===== src/hw/rtl/raster_draw_address_engine_top_assert.svh =====
// ----------------------------------------------------------------------------
// Assertion macros for the raster draw address engine
// Shared property forms; each use names its own label and message.
// ----------------------------------------------------------------------------
`ifndef RASTER_DRAW_ADDRESS_ENGINE_TOP_ASSERT_SVH
`define RASTER_DRAW_ADDRESS_ENGINE_TOP_ASSERT_SVH

// Consequent holds in the same cycle as the antecedent.
`define RDE_ASSERT_NOW(label, ante, cons, msg) \
  label: assert property (@(posedge clk) disable iff (rst) (ante) |-> (cons)) \
    else $error(msg);

// Consequent holds in the cycle after the antecedent.
`define RDE_ASSERT_NEXT(label, ante, cons, msg) \
  label: assert property (@(posedge clk) disable iff (rst) (ante) |=> (cons)) \
    else $error(msg);

`endif


===== src/hw/rtl/rde_pkg.sv =====
// ----------------------------------------------------------------------------
// rde_pkg
// Types and fixed constants shared by the draw engine modules.
// ----------------------------------------------------------------------------
`default_nettype none

package rde_pkg;

  localparam int ADDR_BITS       = 48;
  localparam int COLOR_BITS      = 32;
  localparam int PITCH_BITS      = 16;
  localparam int SCREEN_BITS     = 13;
  localparam int PORT_COORD_BITS = 12;
  localparam int OP_BITS         = 3;
  localparam int QUEUE_DEPTH     = 4;
  localparam int QPTR_BITS       = 2;

  localparam logic [OP_BITS-1:0] OP_TICK    = 3'd0;
  localparam logic [OP_BITS-1:0] OP_LINE    = 3'd1;
  localparam logic [OP_BITS-1:0] OP_OUTLINE = 3'd2;
  localparam logic [OP_BITS-1:0] OP_RECT    = 3'd3;
  localparam logic [OP_BITS-1:0] OP_FULL    = 3'd4;

  typedef enum logic [2:0] {
    KIND_TICK,
    KIND_LINE,
    KIND_OUTLINE,
    KIND_RECT,
    KIND_FULL
  } cmd_kind_t;

  typedef enum logic [1:0] {
    REG_BASE,
    REG_PITCH,
    REG_WIDTH,
    REG_HEIGHT
  } cfg_reg_t;

  typedef enum logic [1:0] {
    ST_IDLE,
    ST_DIV,
    ST_LINE,
    ST_FILL
  } back_state_t;

  // queue head as seen by the back end
  typedef struct packed {
    logic      valid;
    cmd_kind_t kind;
  } q_ctrl_t;

  // step divider status
  typedef struct packed {
    logic busy;
    logic done;
  } div_status_t;

endpackage

`default_nettype wire


===== src/hw/rtl/rde_front.sv =====
// ----------------------------------------------------------------------------
// rde_front
// Accepts input transactions, decodes op, queues valid items for the back end.
// ----------------------------------------------------------------------------
`default_nettype none

module rde_front #(
  parameter int CB = 12
) (
  input  wire                                  clk,
  input  wire                                  rst,
  input  wire                                  in_valid,
  output logic                                 in_stall,
  input  wire  [rde_pkg::OP_BITS-1:0]          op,
  input  wire  [rde_pkg::PORT_COORD_BITS-1:0]  x_start,
  input  wire  [rde_pkg::PORT_COORD_BITS-1:0]  y_start,
  input  wire  [rde_pkg::PORT_COORD_BITS-1:0]  x_end_or_width,
  input  wire  [rde_pkg::PORT_COORD_BITS-1:0]  y_end_or_height,
  input  wire  [rde_pkg::COLOR_BITS-1:0]       color,
  output rde_pkg::q_ctrl_t                     q_ctrl,
  output logic [CB-1:0]                        q_xs,
  output logic [CB-1:0]                        q_ys,
  output logic [CB-1:0]                        q_xe,
  output logic [CB-1:0]                        q_ye,
  output logic [rde_pkg::COLOR_BITS-1:0]       q_color,
  input  wire                                  q_pop
);
  import rde_pkg::*;

  cmd_kind_t             kind_mem  [QUEUE_DEPTH];
  logic [CB-1:0]         xs_mem    [QUEUE_DEPTH];
  logic [CB-1:0]         ys_mem    [QUEUE_DEPTH];
  logic [CB-1:0]         xe_mem    [QUEUE_DEPTH];
  logic [CB-1:0]         ye_mem    [QUEUE_DEPTH];
  logic [COLOR_BITS-1:0] color_mem [QUEUE_DEPTH];

  logic [QPTR_BITS-1:0] wr_ptr;
  logic [QPTR_BITS-1:0] rd_ptr;
  logic [QPTR_BITS:0]   count;
  logic                 full;
  logic                 known_op;
  logic                 push;
  logic                 do_pop;
  cmd_kind_t            in_kind;

  always_comb begin
    known_op = 1'b1;
    in_kind  = KIND_TICK;
    unique case (op)
      OP_TICK:    in_kind = KIND_TICK;
      OP_LINE:    in_kind = KIND_LINE;
      OP_OUTLINE: in_kind = KIND_OUTLINE;
      OP_RECT:    in_kind = KIND_RECT;
      OP_FULL:    in_kind = KIND_FULL;
      default:    known_op = 1'b0;  // unused codes are taken and dropped
    endcase
  end

  assign full     = (count == (QPTR_BITS+1)'(QUEUE_DEPTH));
  assign in_stall = full;
  assign push     = in_valid && !full && known_op;
  assign do_pop   = q_pop && (count != '0);

  always_ff @(posedge clk) begin
    if (rst) begin
      wr_ptr <= '0;
      rd_ptr <= '0;
      count  <= '0;
    end else begin
      if (push)   wr_ptr <= wr_ptr + 1'b1;
      if (do_pop) rd_ptr <= rd_ptr + 1'b1;
      if (push && !do_pop)      count <= count + 1'b1;
      else if (!push && do_pop) count <= count - 1'b1;
    end
  end

  always_ff @(posedge clk) begin
    if (push) begin
      kind_mem[wr_ptr]  <= in_kind;
      xs_mem[wr_ptr]    <= CB'(x_start);
      ys_mem[wr_ptr]    <= CB'(y_start);
      xe_mem[wr_ptr]    <= CB'(x_end_or_width);
      ye_mem[wr_ptr]    <= CB'(y_end_or_height);
      color_mem[wr_ptr] <= color;
    end
  end

  assign q_ctrl.valid = (count != '0);
  assign q_ctrl.kind  = kind_mem[rd_ptr];
  assign q_xs         = xs_mem[rd_ptr];
  assign q_ys         = ys_mem[rd_ptr];
  assign q_xe         = xe_mem[rd_ptr];
  assign q_ye         = ye_mem[rd_ptr];
  assign q_color      = color_mem[rd_ptr];

endmodule

`default_nettype wire


===== src/hw/rtl/rde_div.sv =====
// ----------------------------------------------------------------------------
// rde_div
// Radix-2 fraction divider: both line increments, one quotient bit per cycle.
// ----------------------------------------------------------------------------
`default_nettype none

module rde_div #(
  parameter int CB = 12,
  parameter int FB = 16
) (
  input  wire                   clk,
  input  wire                   rst,
  input  wire                   start,
  input  wire  [CB:0]           mag_x,
  input  wire  [CB:0]           mag_y,
  input  wire  [CB:0]           divisor,
  output rde_pkg::div_status_t  status,
  output logic [FB:0]           quo_x,
  output logic [FB:0]           quo_y
);
  import rde_pkg::*;

  localparam int XW = CB + 1;
  localparam int CW = $clog2(FB + 1);

  logic          busy;
  logic [CW-1:0] cnt;
  logic [XW-1:0] dvs;
  logic [XW:0]   rem_x, rem_y;
  logic [XW:0]   tx, ty, rx_next, ry_next;
  logic          bx, by;

  // magnitudes never exceed the divisor, so the integer part is 0 or 1
  always_comb begin
    tx      = {rem_x[XW-1:0], 1'b0};
    ty      = {rem_y[XW-1:0], 1'b0};
    bx      = (tx >= {1'b0, dvs});
    by      = (ty >= {1'b0, dvs});
    rx_next = bx ? (tx - {1'b0, dvs}) : tx;
    ry_next = by ? (ty - {1'b0, dvs}) : ty;
  end

  always_ff @(posedge clk) begin
    if (rst) begin
      busy <= 1'b0;
      cnt  <= '0;
    end else if (start) begin
      busy <= 1'b1;
      cnt  <= CW'(FB);
    end else if (busy && cnt == '0) begin
      busy <= 1'b0;
    end else if (busy) begin
      cnt <= cnt - 1'b1;
    end
  end

  always_ff @(posedge clk) begin
    if (start) begin
      dvs   <= divisor;
      quo_x <= (FB+1)'(mag_x == divisor);
      quo_y <= (FB+1)'(mag_y == divisor);
      rem_x <= (mag_x == divisor) ? '0 : {1'b0, mag_x};
      rem_y <= (mag_y == divisor) ? '0 : {1'b0, mag_y};
    end else if (busy && cnt != '0) begin
      quo_x <= {quo_x[FB-1:0], bx};
      quo_y <= {quo_y[FB-1:0], by};
      rem_x <= rx_next;
      rem_y <= ry_next;
    end
  end

  assign status.busy = busy;
  assign status.done = busy && (cnt == '0);

endmodule

`default_nettype wire


===== src/hw/rtl/rde_back.sv =====
// ----------------------------------------------------------------------------
// rde_back
// Drawing engine: line/outline stepping, fills, address generation, output reg.
// ----------------------------------------------------------------------------
`default_nettype none

module rde_back #(
  parameter int CB = 12,
  parameter int FB = 16
) (
  input  wire                             clk,
  input  wire                             rst,
  input  wire                             cfg_write,
  input  wire  [1:0]                      cfg_index,
  input  wire  [rde_pkg::ADDR_BITS-1:0]   cfg_data,
  input  rde_pkg::q_ctrl_t                q_ctrl,
  input  wire  [CB-1:0]                   q_xs,
  input  wire  [CB-1:0]                   q_ys,
  input  wire  [CB-1:0]                   q_xe,
  input  wire  [CB-1:0]                   q_ye,
  input  wire  [rde_pkg::COLOR_BITS-1:0]  q_color,
  output logic                            q_pop,
  output logic                            out_valid,
  input  wire                             out_stall,
  output logic [rde_pkg::ADDR_BITS-1:0]   pixel_address,
  output logic [rde_pkg::COLOR_BITS-1:0]  pixel_value,
  output logic                            last_pixel
);
  import rde_pkg::*;
  `include "raster_draw_address_engine_top_assert.svh"

  localparam int XW  = CB + 1;                          // outline corner width
  localparam int PXW = (XW > SCREEN_BITS) ? XW : SCREEN_BITS;
  localparam int PW  = XW + FB + 1;                     // signed fixed point

  // configuration
  logic [ADDR_BITS-1:0]   base_address;
  logic [PITCH_BITS-1:0]  row_pitch;
  logic [SCREEN_BITS-1:0] screen_width;
  logic [SCREEN_BITS-1:0] screen_height;

  back_state_t state, state_next;

  logic                  is_outline;
  logic [1:0]            seg;
  logic signed [PW-1:0]  pos_x, pos_y, step_x, step_y;
  logic [XW-1:0]         steps_left;
  logic                  neg_x, neg_y;
  logic [CB-1:0]         rect_ox, rect_oy;
  logic [PXW-1:0]        rect_w, rect_h;
  logic [PXW-1:0]        col, row;
  logic [COLOR_BITS-1:0] held_color;

  // control
  logic emit, emit_last, setup_go, fill_go, out_free, fill_col_wrap, fill_row_wrap;

  // segment setup
  logic [CB-1:0] src_ox, src_oy, src_w, src_h;
  logic [1:0]    seg_sel;
  logic [XW-1:0] cx0, cx1, cy0, cy1, ex0, ex1, ey0, ey1;
  logic [XW:0]   dx, dy;
  logic [XW-1:0] ax, ay, steps;

  // pixel address
  logic [PXW-1:0]            px, py;
  logic [PXW+PITCH_BITS-1:0] row_offset;
  logic [ADDR_BITS-1:0]      addr;

  div_status_t div_st;
  logic [FB:0] quo_x, quo_y;

  rde_div #(.CB(CB), .FB(FB)) u_div (
    .clk     (clk),
    .rst     (rst),
    .start   (setup_go),
    .mag_x   (ax),
    .mag_y   (ay),
    .divisor (steps),
    .status  (div_st),
    .quo_x   (quo_x),
    .quo_y   (quo_y)
  );

  always_ff @(posedge clk) begin
    if (rst) begin
      base_address  <= '0;
      row_pitch     <= '0;
      screen_width  <= '0;
      screen_height <= '0;
    end else if (cfg_write) begin
      unique case (cfg_reg_t'(cfg_index))
        REG_BASE:   base_address  <= cfg_data;
        REG_PITCH:  row_pitch     <= cfg_data[PITCH_BITS-1:0];
        REG_WIDTH:  screen_width  <= cfg_data[SCREEN_BITS-1:0];
        REG_HEIGHT: screen_height <= cfg_data[SCREEN_BITS-1:0];
        default: ;
      endcase
    end
  end

  // endpoints of the next line: a line command, or an outline segment
  always_comb begin
    src_ox  = (state == ST_IDLE) ? q_xs : rect_ox;
    src_oy  = (state == ST_IDLE) ? q_ys : rect_oy;
    src_w   = (state == ST_IDLE) ? q_xe : CB'(rect_w);
    src_h   = (state == ST_IDLE) ? q_ye : CB'(rect_h);
    seg_sel = (state == ST_IDLE) ? 2'd0 : seg + 2'd1;
    cx0     = XW'(src_ox);
    cy0     = XW'(src_oy);
    cx1     = XW'(src_ox) + XW'(src_w);
    cy1     = XW'(src_oy) + XW'(src_h);
    if (state == ST_IDLE && q_ctrl.kind == KIND_LINE) begin
      ex0 = XW'(q_xs);
      ey0 = XW'(q_ys);
      ex1 = XW'(q_xe);
      ey1 = XW'(q_ye);
    end else begin
      case (seg_sel)
        2'd0: begin ex0 = cx0; ey0 = cy0; ex1 = cx1; ey1 = cy0; end  // top
        2'd1: begin ex0 = cx0; ey0 = cy0; ex1 = cx0; ey1 = cy1; end  // left
        2'd2: begin ex0 = cx1; ey0 = cy0; ex1 = cx1; ey1 = cy1; end  // right
        default: begin ex0 = cx0; ey0 = cy1; ex1 = cx1; ey1 = cy1; end  // bottom
      endcase
    end
    dx    = {1'b0, ex1} - {1'b0, ex0};
    dy    = {1'b0, ey1} - {1'b0, ey0};
    ax    = dx[XW] ? XW'(-dx) : dx[XW-1:0];
    ay    = dy[XW] ? XW'(-dy) : dy[XW-1:0];
    steps = (ax > ay) ? ax : ay;
  end

  assign out_free      = !out_valid || !out_stall;
  assign fill_col_wrap = !(({1'b0, col} + 1'b1) < {1'b0, rect_w});
  assign fill_row_wrap = !(({1'b0, row} + 1'b1) < {1'b0, rect_h});

  always_comb begin
    state_next = state;
    q_pop      = 1'b0;
    emit       = 1'b0;
    emit_last  = 1'b0;
    setup_go   = 1'b0;
    fill_go    = 1'b0;
    unique case (state)
      ST_IDLE: begin
        if (q_ctrl.valid) begin
          q_pop = 1'b1;
          case (q_ctrl.kind)
            KIND_LINE, KIND_OUTLINE: begin
              setup_go   = 1'b1;
              state_next = ST_DIV;
            end
            KIND_RECT: begin
              if (q_xe != '0 && q_ye != '0) begin
                fill_go    = 1'b1;
                state_next = ST_FILL;
              end
            end
            KIND_FULL: begin
              if (screen_width != '0 && screen_height != '0) begin
                fill_go    = 1'b1;
                state_next = ST_FILL;
              end
            end
            default: ;
          endcase
        end
      end
      ST_DIV: begin
        if (div_st.done) state_next = ST_LINE;
      end
      ST_LINE: begin
        if (q_ctrl.valid && q_ctrl.kind != KIND_TICK) begin
          q_pop = 1'b1;                       // command while busy: dropped
        end else if (q_ctrl.valid && out_free) begin
          q_pop = 1'b1;
          emit  = 1'b1;
          if (steps_left == '0) begin
            if (is_outline && seg != 2'd3) begin
              setup_go   = 1'b1;
              state_next = ST_DIV;
            end else begin
              emit_last  = 1'b1;
              state_next = ST_IDLE;
            end
          end
        end
      end
      ST_FILL: begin
        if (q_ctrl.valid && q_ctrl.kind != KIND_TICK) begin
          q_pop = 1'b1;
        end else if (q_ctrl.valid && out_free) begin
          q_pop = 1'b1;
          emit  = 1'b1;
          if (fill_col_wrap && fill_row_wrap) begin
            emit_last  = 1'b1;
            state_next = ST_IDLE;
          end
        end
      end
      default: state_next = ST_IDLE;
    endcase
  end

  always_ff @(posedge clk) begin
    if (rst) state <= ST_IDLE;
    else     state <= state_next;
  end

  always_ff @(posedge clk) begin
    if (state == ST_IDLE && q_ctrl.valid && q_ctrl.kind != KIND_TICK) begin
      held_color <= q_color;
    end
    if (setup_go) begin
      pos_x      <= (PW'(ex0) << FB) + (PW'(1) << (FB - 1));
      pos_y      <= (PW'(ey0) << FB) + (PW'(1) << (FB - 1));
      steps_left <= steps;
      neg_x      <= dx[XW];
      neg_y      <= dy[XW];
      if (state == ST_IDLE) begin
        is_outline <= (q_ctrl.kind == KIND_OUTLINE);
        seg        <= 2'd0;
        rect_ox    <= q_xs;
        rect_oy    <= q_ys;
        rect_w     <= PXW'(q_xe);
        rect_h     <= PXW'(q_ye);
      end else begin
        seg <= seg + 2'd1;
      end
    end
    if (fill_go) begin
      if (q_ctrl.kind == KIND_FULL) begin
        rect_ox <= '0;
        rect_oy <= '0;
        rect_w  <= PXW'(screen_width);
        rect_h  <= PXW'(screen_height);
      end else begin
        rect_ox <= q_xs;
        rect_oy <= q_ys;
        rect_w  <= PXW'(q_xe);
        rect_h  <= PXW'(q_ye);
      end
      col <= '0;
      row <= '0;
    end
    if (state == ST_DIV && div_st.done) begin
      if (steps_left == '0) begin
        step_x <= '0;
        step_y <= '0;
      end else begin
        step_x <= neg_x ? -PW'(quo_x) : PW'(quo_x);
        step_y <= neg_y ? -PW'(quo_y) : PW'(quo_y);
      end
    end
    if (emit && state == ST_LINE && steps_left != '0) begin
      steps_left <= steps_left - 1'b1;
      pos_x      <= pos_x + step_x;
      pos_y      <= pos_y + step_y;
    end
    if (emit && state == ST_FILL) begin
      if (!fill_col_wrap) begin
        col <= col + 1'b1;
      end else begin
        col <= '0;
        if (!fill_row_wrap) row <= row + 1'b1;
      end
    end
  end

  // pixel coordinates and byte address
  always_comb begin
    if (state == ST_FILL) begin
      px = PXW'(rect_ox) + col;
      py = PXW'(rect_oy) + row;
    end else begin
      px = PXW'(pos_x[FB +: XW]);
      py = PXW'(pos_y[FB +: XW]);
    end
    row_offset = py * row_pitch;
    addr = base_address + ADDR_BITS'(row_offset) + ADDR_BITS'({px, 2'b00});
  end

  always_ff @(posedge clk) begin
    if (rst)           out_valid <= 1'b0;
    else if (out_free) out_valid <= emit;
  end

  always_ff @(posedge clk) begin
    if (out_free && emit) begin
      pixel_address <= addr;
      pixel_value   <= held_color;
      last_pixel    <= emit_last;
    end
  end

  `RDE_ASSERT_NOW(a_div_idle_outside, state != ST_DIV, !div_st.busy, "divider busy outside setup")
  `RDE_ASSERT_NEXT(a_div_wait, state == ST_DIV && !div_st.done, state == ST_DIV, "left setup early")
  `RDE_ASSERT_NOW(a_no_pop_in_setup, state == ST_DIV, !q_pop, "queue popped during setup")
  `RDE_ASSERT_NEXT(a_emit_shows, emit, out_valid, "pixel write lost at output register")

endmodule

`default_nettype wire


===== src/hw/rtl/raster_draw_address_engine_top.sv =====
// ----------------------------------------------------------------------------
// raster_draw_address_engine_top
// 2D draw engine: line, rectangle outline and fills into framebuffer writes.
// ----------------------------------------------------------------------------
// Usage:
//   Input channel (in_valid/in_stall) carries one item per transaction: a
//   command (line, outline, rectangle fill, full fill) or a tick. A command
//   only loads the engine; each following tick yields one pixel write on the
//   output channel (out_valid/out_stall). Commands arriving while a command
//   is still drawing are dropped; ticks while idle and unused op codes give
//   nothing.
//   A tick accepted on the input is held in the front queue until the
//   engine pops it, and its pixel write is loaded into the output register
//   at the edge that pops it. While drawing, and while the output register
//   is not stalled, one tick per cycle is turned into a pixel. Each line,
//   and each of the four outline segments, first passes through the step
//   divider (one quotient bit per cycle); ticks wait in the queue meanwhile.
//   Fills start without setup. A stalled output register holds its
//   transaction; the engine stops and the four-entry front queue fills
//   before in_stall is raised. Reset clears configuration, the queue and
//   the engine to idle. Configuration (cfg_write/cfg_index/cfg_data) must
//   be written only while idle; the block does not enforce this.
// ----------------------------------------------------------------------------
`default_nettype none

module raster_draw_address_engine_top #(
  parameter int COORD_BITS = 12,
  parameter int FRAC_BITS  = 16
) (
  input  wire                                  clk,
  input  wire                                  rst,
  // configuration write port
  input  wire                                  cfg_write,
  input  wire  [1:0]                           cfg_index,
  input  wire  [rde_pkg::ADDR_BITS-1:0]        cfg_data,
  // command / tick input
  input  wire                                  in_valid,
  output logic                                 in_stall,
  input  wire  [rde_pkg::OP_BITS-1:0]          op,
  input  wire  [rde_pkg::PORT_COORD_BITS-1:0]  x_start,
  input  wire  [rde_pkg::PORT_COORD_BITS-1:0]  y_start,
  input  wire  [rde_pkg::PORT_COORD_BITS-1:0]  x_end_or_width,
  input  wire  [rde_pkg::PORT_COORD_BITS-1:0]  y_end_or_height,
  input  wire  [rde_pkg::COLOR_BITS-1:0]       color,
  // pixel write output
  output logic                                 out_valid,
  input  wire                                  out_stall,
  output logic [rde_pkg::ADDR_BITS-1:0]        pixel_address,
  output logic [rde_pkg::COLOR_BITS-1:0]       pixel_value,
  output logic                                 last_pixel
);
  import rde_pkg::*;

  q_ctrl_t               q_ctrl;
  logic [COORD_BITS-1:0] q_xs, q_ys, q_xe, q_ye;
  logic [COLOR_BITS-1:0] q_color;
  logic                  q_pop;

  // front: decode and queue
  rde_front #(.CB(COORD_BITS)) u_front (
    .clk             (clk),
    .rst             (rst),
    .in_valid        (in_valid),
    .in_stall        (in_stall),
    .op              (op),
    .x_start         (x_start),
    .y_start         (y_start),
    .x_end_or_width  (x_end_or_width),
    .y_end_or_height (y_end_or_height),
    .color           (color),
    .q_ctrl          (q_ctrl),
    .q_xs            (q_xs),
    .q_ys            (q_ys),
    .q_xe            (q_xe),
    .q_ye            (q_ye),
    .q_color         (q_color),
    .q_pop           (q_pop)
  );

  // back: stepping, address math, output register
  rde_back #(.CB(COORD_BITS), .FB(FRAC_BITS)) u_back (
    .clk           (clk),
    .rst           (rst),
    .cfg_write     (cfg_write),
    .cfg_index     (cfg_index),
    .cfg_data      (cfg_data),
    .q_ctrl        (q_ctrl),
    .q_xs          (q_xs),
    .q_ys          (q_ys),
    .q_xe          (q_xe),
    .q_ye          (q_ye),
    .q_color       (q_color),
    .q_pop         (q_pop),
    .out_valid     (out_valid),
    .out_stall     (out_stall),
    .pixel_address (pixel_address),
    .pixel_value   (pixel_value),
    .last_pixel    (last_pixel)
  );

endmodule

`default_nettype wire


===== config.mk =====
export PLATFORM = sky130hd
export DESIGN_NAME = raster_draw_address_engine_top
export DESIGN_NICKNAME = d
export VERILOG_FILES = /design/src/hw/rtl/rde_pkg.sv /design/src/hw/rtl/rde_front.sv /design/src/hw/rtl/rde_div.sv /design/src/hw/rtl/rde_back.sv /design/src/hw/rtl/raster_draw_address_engine_top.sv
export VERILOG_INCLUDE_DIRS = /design/src /design/src/hw/rtl
export SDC_FILE = /design/constraint.sdc
export NUM_CORES = 2
export LEC_CHECK = 0
export CAP_MARGIN = 20
export CORE_AREA = 3 3 378 305
export DETAILED_ROUTE_END_ITERATION = 8
export DIE_AREA = 0 0 381 308
export DONT_BUFFER_PORTS = 1
export GPL_ROUTABILITY_DRIVEN = 1
export PLACE_DENSITY = 0.57
export SLEW_MARGIN = 10
export SYNTH_ARGS = -nofsm -noshare
export SYNTH_HDL_FRONTEND = slang
export SYNTH_SLANG_ARGS = --single-unit

===== constraint.sdc =====
create_clock -name clk -period 10.25 [get_ports clk]
set_clock_uncertainty 0.05 [all_clocks]
set_input_delay 0.5125 -clock clk [delete_from_list [all_inputs] [get_ports clk]]
set_output_delay 0.5125 -clock clk [all_outputs]
set_load 0.05 [all_outputs]

== Word level (Yosys, flattened, before mapping) ==
Memory sizes are Yosys's and may differ from the RTL's. A register that Yosys moved wholly into a read port is not among the register bits.
Index checks and enable logic that the tools add are counted.

* $add $sub $neg: 29
* Multipliers: 1
* Order comparisons: 5
* Eq/ne operators: 32
* Multiplexer cells: 119
* Bitwise logic cells: 3
* Reductions and logical operators: 67

{| class="wikitable"
|+ Operator list
! operator !! number
|-
| 13-bit 2-to-1 mux || 38
|-
| 12-bit 2-to-1 mux || 10
|-
| 30-bit 2-to-1 mux || 4
|-
| 29-bit by 16-bit adder with 30-bit output, second input constant || 2
|-
| 30-bit adder || 2
|-
| 17-bit negation with 30-bit output || 2
|-
| 48-bit by 15-bit adder with 48-bit output || 1
|-
| 48-bit by 29-bit adder with 48-bit output || 1
|-
| 2-bit 2-to-1 mux || 21
|-
| 13-bit nonzero test || 3
|-
| 17-bit 2-to-1 mux || 2
|-
| 1-bit 2-to-1 mux || 32
|-
| 13-bit by 16-bit multiplier with 29-bit output || 1
|-
| 13-bit by 1-bit adder with 14-bit output, second input constant || 2
|-
| 14-bit by 13-bit >= comparator with 1-bit output || 2
|-
| 14-bit by 13-bit less-than comparator with 1-bit output || 2
|-
| 13-bit by 13-bit subtractor with 14-bit output || 2
|-
| 12-bit by 12-bit adder with 13-bit output || 2
|-
| 12-bit by 13-bit adder with 13-bit output || 2
|-
| 13-bit by 1-bit adder with 13-bit output, second input constant || 2
|-
| 13-bit equality test || 2
|-
| 13-bit negation || 2
|-
| 13-bit subtractor || 2
|-
| 12-bit nonzero test || 2
|-
| other kinds (37) || 115
|}

* Bits in registers: 474
* Bits in writable memories: 332
* Input port bits: 138
* Output and inout bits: 83
* Word-level logic and storage cells: 301
* Memories: 6

{| class="wikitable"
|+ Memories
! name !! words !! bits a word !! rd ports !! clocked after Yosys merged registers in !! write ports !! line !! text
|-
| u_front.color_mem || 4 || 32 || 1 || 1 || 1 || rde_front.sv:35 || <nowiki>logic [COLOR_BITS-1:0] color_mem [QUEUE_DEPTH];</nowiki>
|-
| u_front.xe_mem || 4 || 12 || 1 || 1 || 1 || rde_front.sv:33 || <nowiki>logic [CB-1:0] xe_mem [QUEUE_DEPTH];</nowiki>
|-
| u_front.xs_mem || 4 || 12 || 1 || 1 || 1 || rde_front.sv:31 || <nowiki>logic [CB-1:0] xs_mem [QUEUE_DEPTH];</nowiki>
|-
| u_front.ye_mem || 4 || 12 || 1 || 1 || 1 || rde_front.sv:34 || <nowiki>logic [CB-1:0] ye_mem [QUEUE_DEPTH];</nowiki>
|-
| u_front.ys_mem || 4 || 12 || 1 || 1 || 1 || rde_front.sv:32 || <nowiki>logic [CB-1:0] ys_mem [QUEUE_DEPTH];</nowiki>
|-
| u_front.kind_mem || 4 || 3 || 1 || 1 || 1 || rde_front.sv:30 || <nowiki>cmd_kind_t kind_mem [QUEUE_DEPTH];</nowiki>
|}

== Logic depth before layout (Yosys ltp) ==
* Word-level depth: 14
* Gate-level depth with buffers: 41
* Depth with buffers taken out: 38

== Modules after synthesis ==
A second synthesis with hierarchy kept.

* Cell total of the unflattened synthesis: 4580
* Area, all modules: 50543.5 um^2

{| class="wikitable"
|+ By module, submodules not included
! module !! instances !! cells each !! area an instance (um^2) !! seq. area each (um^2)
|-
| rde_back || 1 || 3586 || 33369.5 || 11431.0
|-
| rde_front || 1 || 485 || 12460.7 || 10149.7
|-
| rde_div || 1 || 509 || 4713.3 || 1991.9
|}

== Worst setup path after synthesis ==
No wires, ideal clock.

* Kind: reg2reg
* Start: register u_back.row[0]
* End: register u_back.pixel_address[39] (netlist name) (data pin)
* Library setup time: 0.258 ns
* Arrival: 8.637 ns
* Required time: 9.942 ns
* Setup slack: 1.305 ns
* Cell stages (with the launch flop): 40
* Buffers on the path: 1
* Clock period less this slack: 8.945 ns
* Path through: dfxtp_1 ha_1 inv_1 fa_1 nor2b_1 o21ai_0 a21boi_0 o21ai_0 a21boi_0 o21ai_0 a21boi_0 o21ai_0 a21oi_1 o21ai_0 a31oi_1 clkbuf_1 nor2b_1 fa_1 (+4 left out) fa_1 fa_1 inv_1 fa_1 inv_1 ha_1 a21o_1 a21o_1 a21o_1 o21ai_0 nand2_1 a21o_1 a21boi_0 nor2_1 o21bai_1 a31oi_1 nand4_1 xnor2_1

* Longest elaborated chain between the ends: 5

{| class="wikitable"
|+ Ends and longest elaborated chain
! element !! line !! text
|-
| start: declaration || rde_back.sv:51 || <nowiki>logic [PXW-1:0] col, row;</nowiki>
|-
| start signal: assignment || rde_back.sv:264 || <nowiki>if (!fill_row_wrap) row <= row + 1'b1;</nowiki>
|-
| 12-bit by 13-bit adder with 13-bit output || rde_back.sv:273 || <nowiki>py = PXW'(rect_oy) + row;</nowiki>
|-
| 13-bit 2-to-1 mux || rde_back.sv:271 || <nowiki>if (state == ST_FILL) begin</nowiki>
|-
| 13-bit by 16-bit multiplier with 29-bit output || rde_back.sv:278 || <nowiki>row_offset = py * row_pitch;</nowiki>
|-
| 48-bit by 29-bit adder with 48-bit output || rde_back.sv:279 || <nowiki>addr = base_address + ADDR_BITS'(row_offset) + ADDR_BITS'({px, 2'b00});</nowiki>
|-
| 48-bit by 15-bit adder with 48-bit output || rde_back.sv:279 ||
|-
| via u_back.addr[39] || rde_back.sv:67 || <nowiki>logic [ADDR_BITS-1:0] addr;</nowiki>
|-
| end signal: assignment || rde_back.sv:289 || <nowiki>pixel_address <= addr;</nowiki>
|-
| end: declaration || rde_back.sv:25 || <nowiki>output logic [rde_pkg::ADDR_BITS-1:0] pixel_address,</nowiki>
|}

The timed path passes the listed nets, and every way through them passes these cells.
A chain may end at the register's enable or synchronous reset.

== Final worst setup path ==
* Start: register u_back.state[0]
* End: register u_back.steps_left[3] (data pin)

* Longest elaborated chain between the ends: 13
* Elaborated cells between the ends (all ways): 37
* Classes of those cells: add/sub: 6; order compare: 1; eq/ne: 4; mux: 19; reduce/logical: 7

{| class="wikitable"
|+ Ends and longest elaborated chain
! element !! line !! text
|-
| start: declaration || rde_back.sv:42 || <nowiki>back_state_t state, state_next;</nowiki>
|-
| start signal: assignment || rde_back.sv:206 || <nowiki>else state <= state_next;</nowiki>
|-
| 2-bit zero test (*) || -- ||
|-
| branches (longest 9 deep; another with 13-bit by 13-bit subtractor with 14-bit output) || -- ||
|-
| 13-bit 2-to-1 mux (*) || rde_back.sv:129 || <nowiki>steps = (ax > ay) ? ax : ay;</nowiki>
|-
| via u_back.steps[3] || rde_back.sv:62 || <nowiki>logic [XW-1:0] ax, ay, steps;</nowiki>
|-
| 13-bit 2-to-1 mux (*) || rde_back.sv:213 || <nowiki>if (setup_go) begin</nowiki>
|-
| 13-bit 2-to-1 mux (*) || rde_back.sv:254 || <nowiki>if (emit && state == ST_LINE && steps_left != '0) begin</nowiki>
|-
| end signal: assignment || rde_back.sv:216 || <nowiki>steps_left <= steps;</nowiki>
|-
| end signal: assignment || rde_back.sv:255 || <nowiki>steps_left <= steps_left - 1'b1;</nowiki>
|-
| end: declaration || rde_back.sv:47 || <nowiki>logic [XW-1:0] steps_left;</nowiki>
|}

Mark *: on every way through the listed nets, which the timed path passes. The select of a mux whose other input is x is not followed.

==> results.txt <==
Final Cycle Share -> 0.946
Max-cap viol count -> 0
Netlist cell types -> 86
H-tree levels -> 3
Largest net degree at the start of global routing -> 108
Post-route DRC -> 0
Yosys top cell by area -> edfxtp_1
Unrepaired setup endpoints after global routing -> no
Number of global-route vias before repair -> 33000
Worst Setup SP -> u_back.state[0]
Crit path DAT -> 10.18 ns
Yosys warns -> 0
Worst-margin pin slew -> 1.21 ns
First-pass GRT wire length -> 198000 um
Synth Instances -> 4508
Setup_tns -> 0 ns
Vias per inst -> 5.45
Flip-flop and latch count after synthesis -> 836
DPL Wire Length -> 93600 um
GP Congestion -> 0.894
Max clock buf depth -> 3
CP Capture Type -> flop
Max FO, Critical Path -> 50
Tot GR Track Use -> 0.217
Main synth FF type -> edfxtp_1
FF-to-FF End -> u_back.steps_left[3]
WHS Endpoint -> u_front.kind_mem[2][1]
Async set-reset flop share out of synthesis -> 0
Placement row count -> 110
Synth top area cells -> edfxtp_1, fa_1, ha_1
Synth Cell Area -> 50200 um2
Slew HR -> 0.181
Cell with the most instances after synthesis -> edfxtp_1
CTS buffer count -> 87
CTS clk-pin slew, worst paths -> 0.06 ns
DR iter-0 viols -> 3124
Initial cell density of the core -> 0.448
Synth Area per Inst -> 11.1 um2
Slowest cell on crit path -> maj3_1
Post-route cell area -> 56400 um2
Worst reg-to-reg setup slack -> 0.56 ns
Routed Antenna Nets -> 0
Nets -> 5255
Max frequency -> 103 MHz
Core ar. -> 112000 um2
Global route total overflow -> 0
Largest stage delay, worst path -> 0.74 ns
CTS tree -> built
Worst Hold Class -> primary input to flop
HP Start -> op[1]
Drt pass-1 iters -> 6
Vias post-DR -> 33800
Share of the synthesized area in the top cell type -> 0.409
Area growth from synthesis to layout -> 12.3%
Final wirelength -> 129000 um
Seq/Total Area, Yosys -> 0.470
Post-synth EDFFs -> 683
Worst Path Class, Setup -> flop to flop
Slew Viols, Final -> 0
Worst-skew pair later-pin latency -> 0.69 ns
Die Wd -> 381 um
Hold Fails Final Rpt -> 0
# IOs -> 221
Routed WL per cell -> 20.7 um
Final Critical Period -> 9.69 ns
Root Driver -> clkbuf_16
Family with the most delay on the worst path -> compound AO/OA/AOI/OAI gates
Port bufs -> 0
Buf/Inv on CP -> 2
Synthesized Nets -> 5152
Crit path required time -> 10.73 ns
Hold path depth -> 1
Fraction of layout cells with a size suffix above 1 -> 0.0824
Area post-placement -> 52000 um2
Reg2Reg Launch Point -> u_back.state[0]
Synth top cells by count -> edfxtp_1, nand2_1, inv_1
Sink Count -> 836
Run status -> complete, no violations
Worst setup SP type -> flop
Final setup fails -> 0
Die Span Y -> 308 um
Die area -> 117000 um2
Initial antenna violation count -> 10
R2R cell count -> 31
## flip-flops by register name (all words and copies together), names as in the netlist, 16 cells and up, named ones only
name                  flops
u_back.u_div.quo_x       17
u_front.ye_mem           48
u_front.xs_mem           48
u_back.u_div.quo_y       17
u_front.xe_mem           48
u_back.pos_x             29
u_back.step_x            29
u_back.pixel_address     48
u_back.row_pitch         16
u_back.step_y            29
u_front.ys_mem           48
u_back.held_color        32
u_back.base_address      48
u_back.pos_y             29
u_front.color_mem       128
u_back.pixel_value       32
## area by class of cell
type,count,area [um2]
inverters,406,1530
flip-flops and latches,836,23600
clock inverters,49,528
fillers,10000,55700
multi-input cells,3081,24500
clock buffers,114,2420
well taps,1512,1890
diodes,9,22.5
repair buffers,199,1890
## routing by layer
| layer | vias to the layer above | track usage | wire length [um] | share of wire |
|---|---|---|---|---|
| met5 | - | 0 | 27 | 0.00021 |
| met4 | 4 | 0.0469 | 2500 | 0.019 |
| met3 | 164 | 0.0482 | 10300 | 0.080 |
| met2 | 995 | 0.320 | 55400 | 0.43 |
| met1 | 16500 | 0.328 | 60300 | 0.47 |
| li1 | 16200 | - | - | - |
## per-stage QoR
| stage | worst slack [ns] | cells | hold slack [ns] | util |
|---|---|---|---|---|
| floorplan | 1.30 | 4508 | 0.350 | - |
| global placement | 0.354 | 5895 | 0.351 | 0.464 |
| detailed placement | 0.103 | 5896 | 0.355 | 0.464 |
| CTS | 0.101 | 6193 | 0.0623 | 0.502 |
| global route | 0.0665 | 6201 | 0.0889 | 0.503 |
| finish | 0.555 | 6206 | 0.112 | 0.503 |
## repair_timing
| action | 4_1_cts | 5_1_grt |
|---|---|---|
| setup endpoints to repair | 0 | 11 |
| gates resized for setup | 0 | 7 |
| hold buffers | 134 | 2 |
| buffers inserted | 0 | 0 |
| hold endpoints to repair | 440 | 2 |
## layout by cell type, fill, tap and decap left out, drive strengths merged, types with 83 or more instances in the layout
master	instances
clkbuf	114
dfxtp	153
mux4	83
edfxtp	683
a21oi	362
and2	96
ha	302
xnor2	134
nand2	576
fa	204
o21ai	195
nor2	226
xor2	116
inv	409
dlygate4sd3	135
## worst max path at each step
stage | to | slack [ns] | cells after the start
after floorplan | u_back.pixel_address[39] | 1.30 | 39
after global placement | u_back.pixel_address[41] | 0.35 | 40
after detailed placement | u_back.pixel_address[39] | 0.10 | 40
after CTS | u_back.pixel_address[39] | 0.10 | 40
after global routing | u_back.pixel_address[43] | 0.07 | 39
final | u_back.steps_left[3] | 0.56 | 31
## kinds of logic (layout without fill, tap and decap cells)
logic type | after synthesis | in the layout | synth area share
buf+inv | 591 | 768 | 0.0447
xor+xnor | 259 | 259 | 0.0480
simple gates | 1235 | 1235 | 0.113
fa+ha+maj | 507 | 507 | 0.157
mux | 194 | 194 | 0.0604
other cells | 0 | 9 | 0
compound gates | 886 | 886 | 0.107
flops | 836 | 836 | 0.470
Power is not shown: default switching activity piles up to over one toggle a cycle in this logic, so the estimate is an artifact.
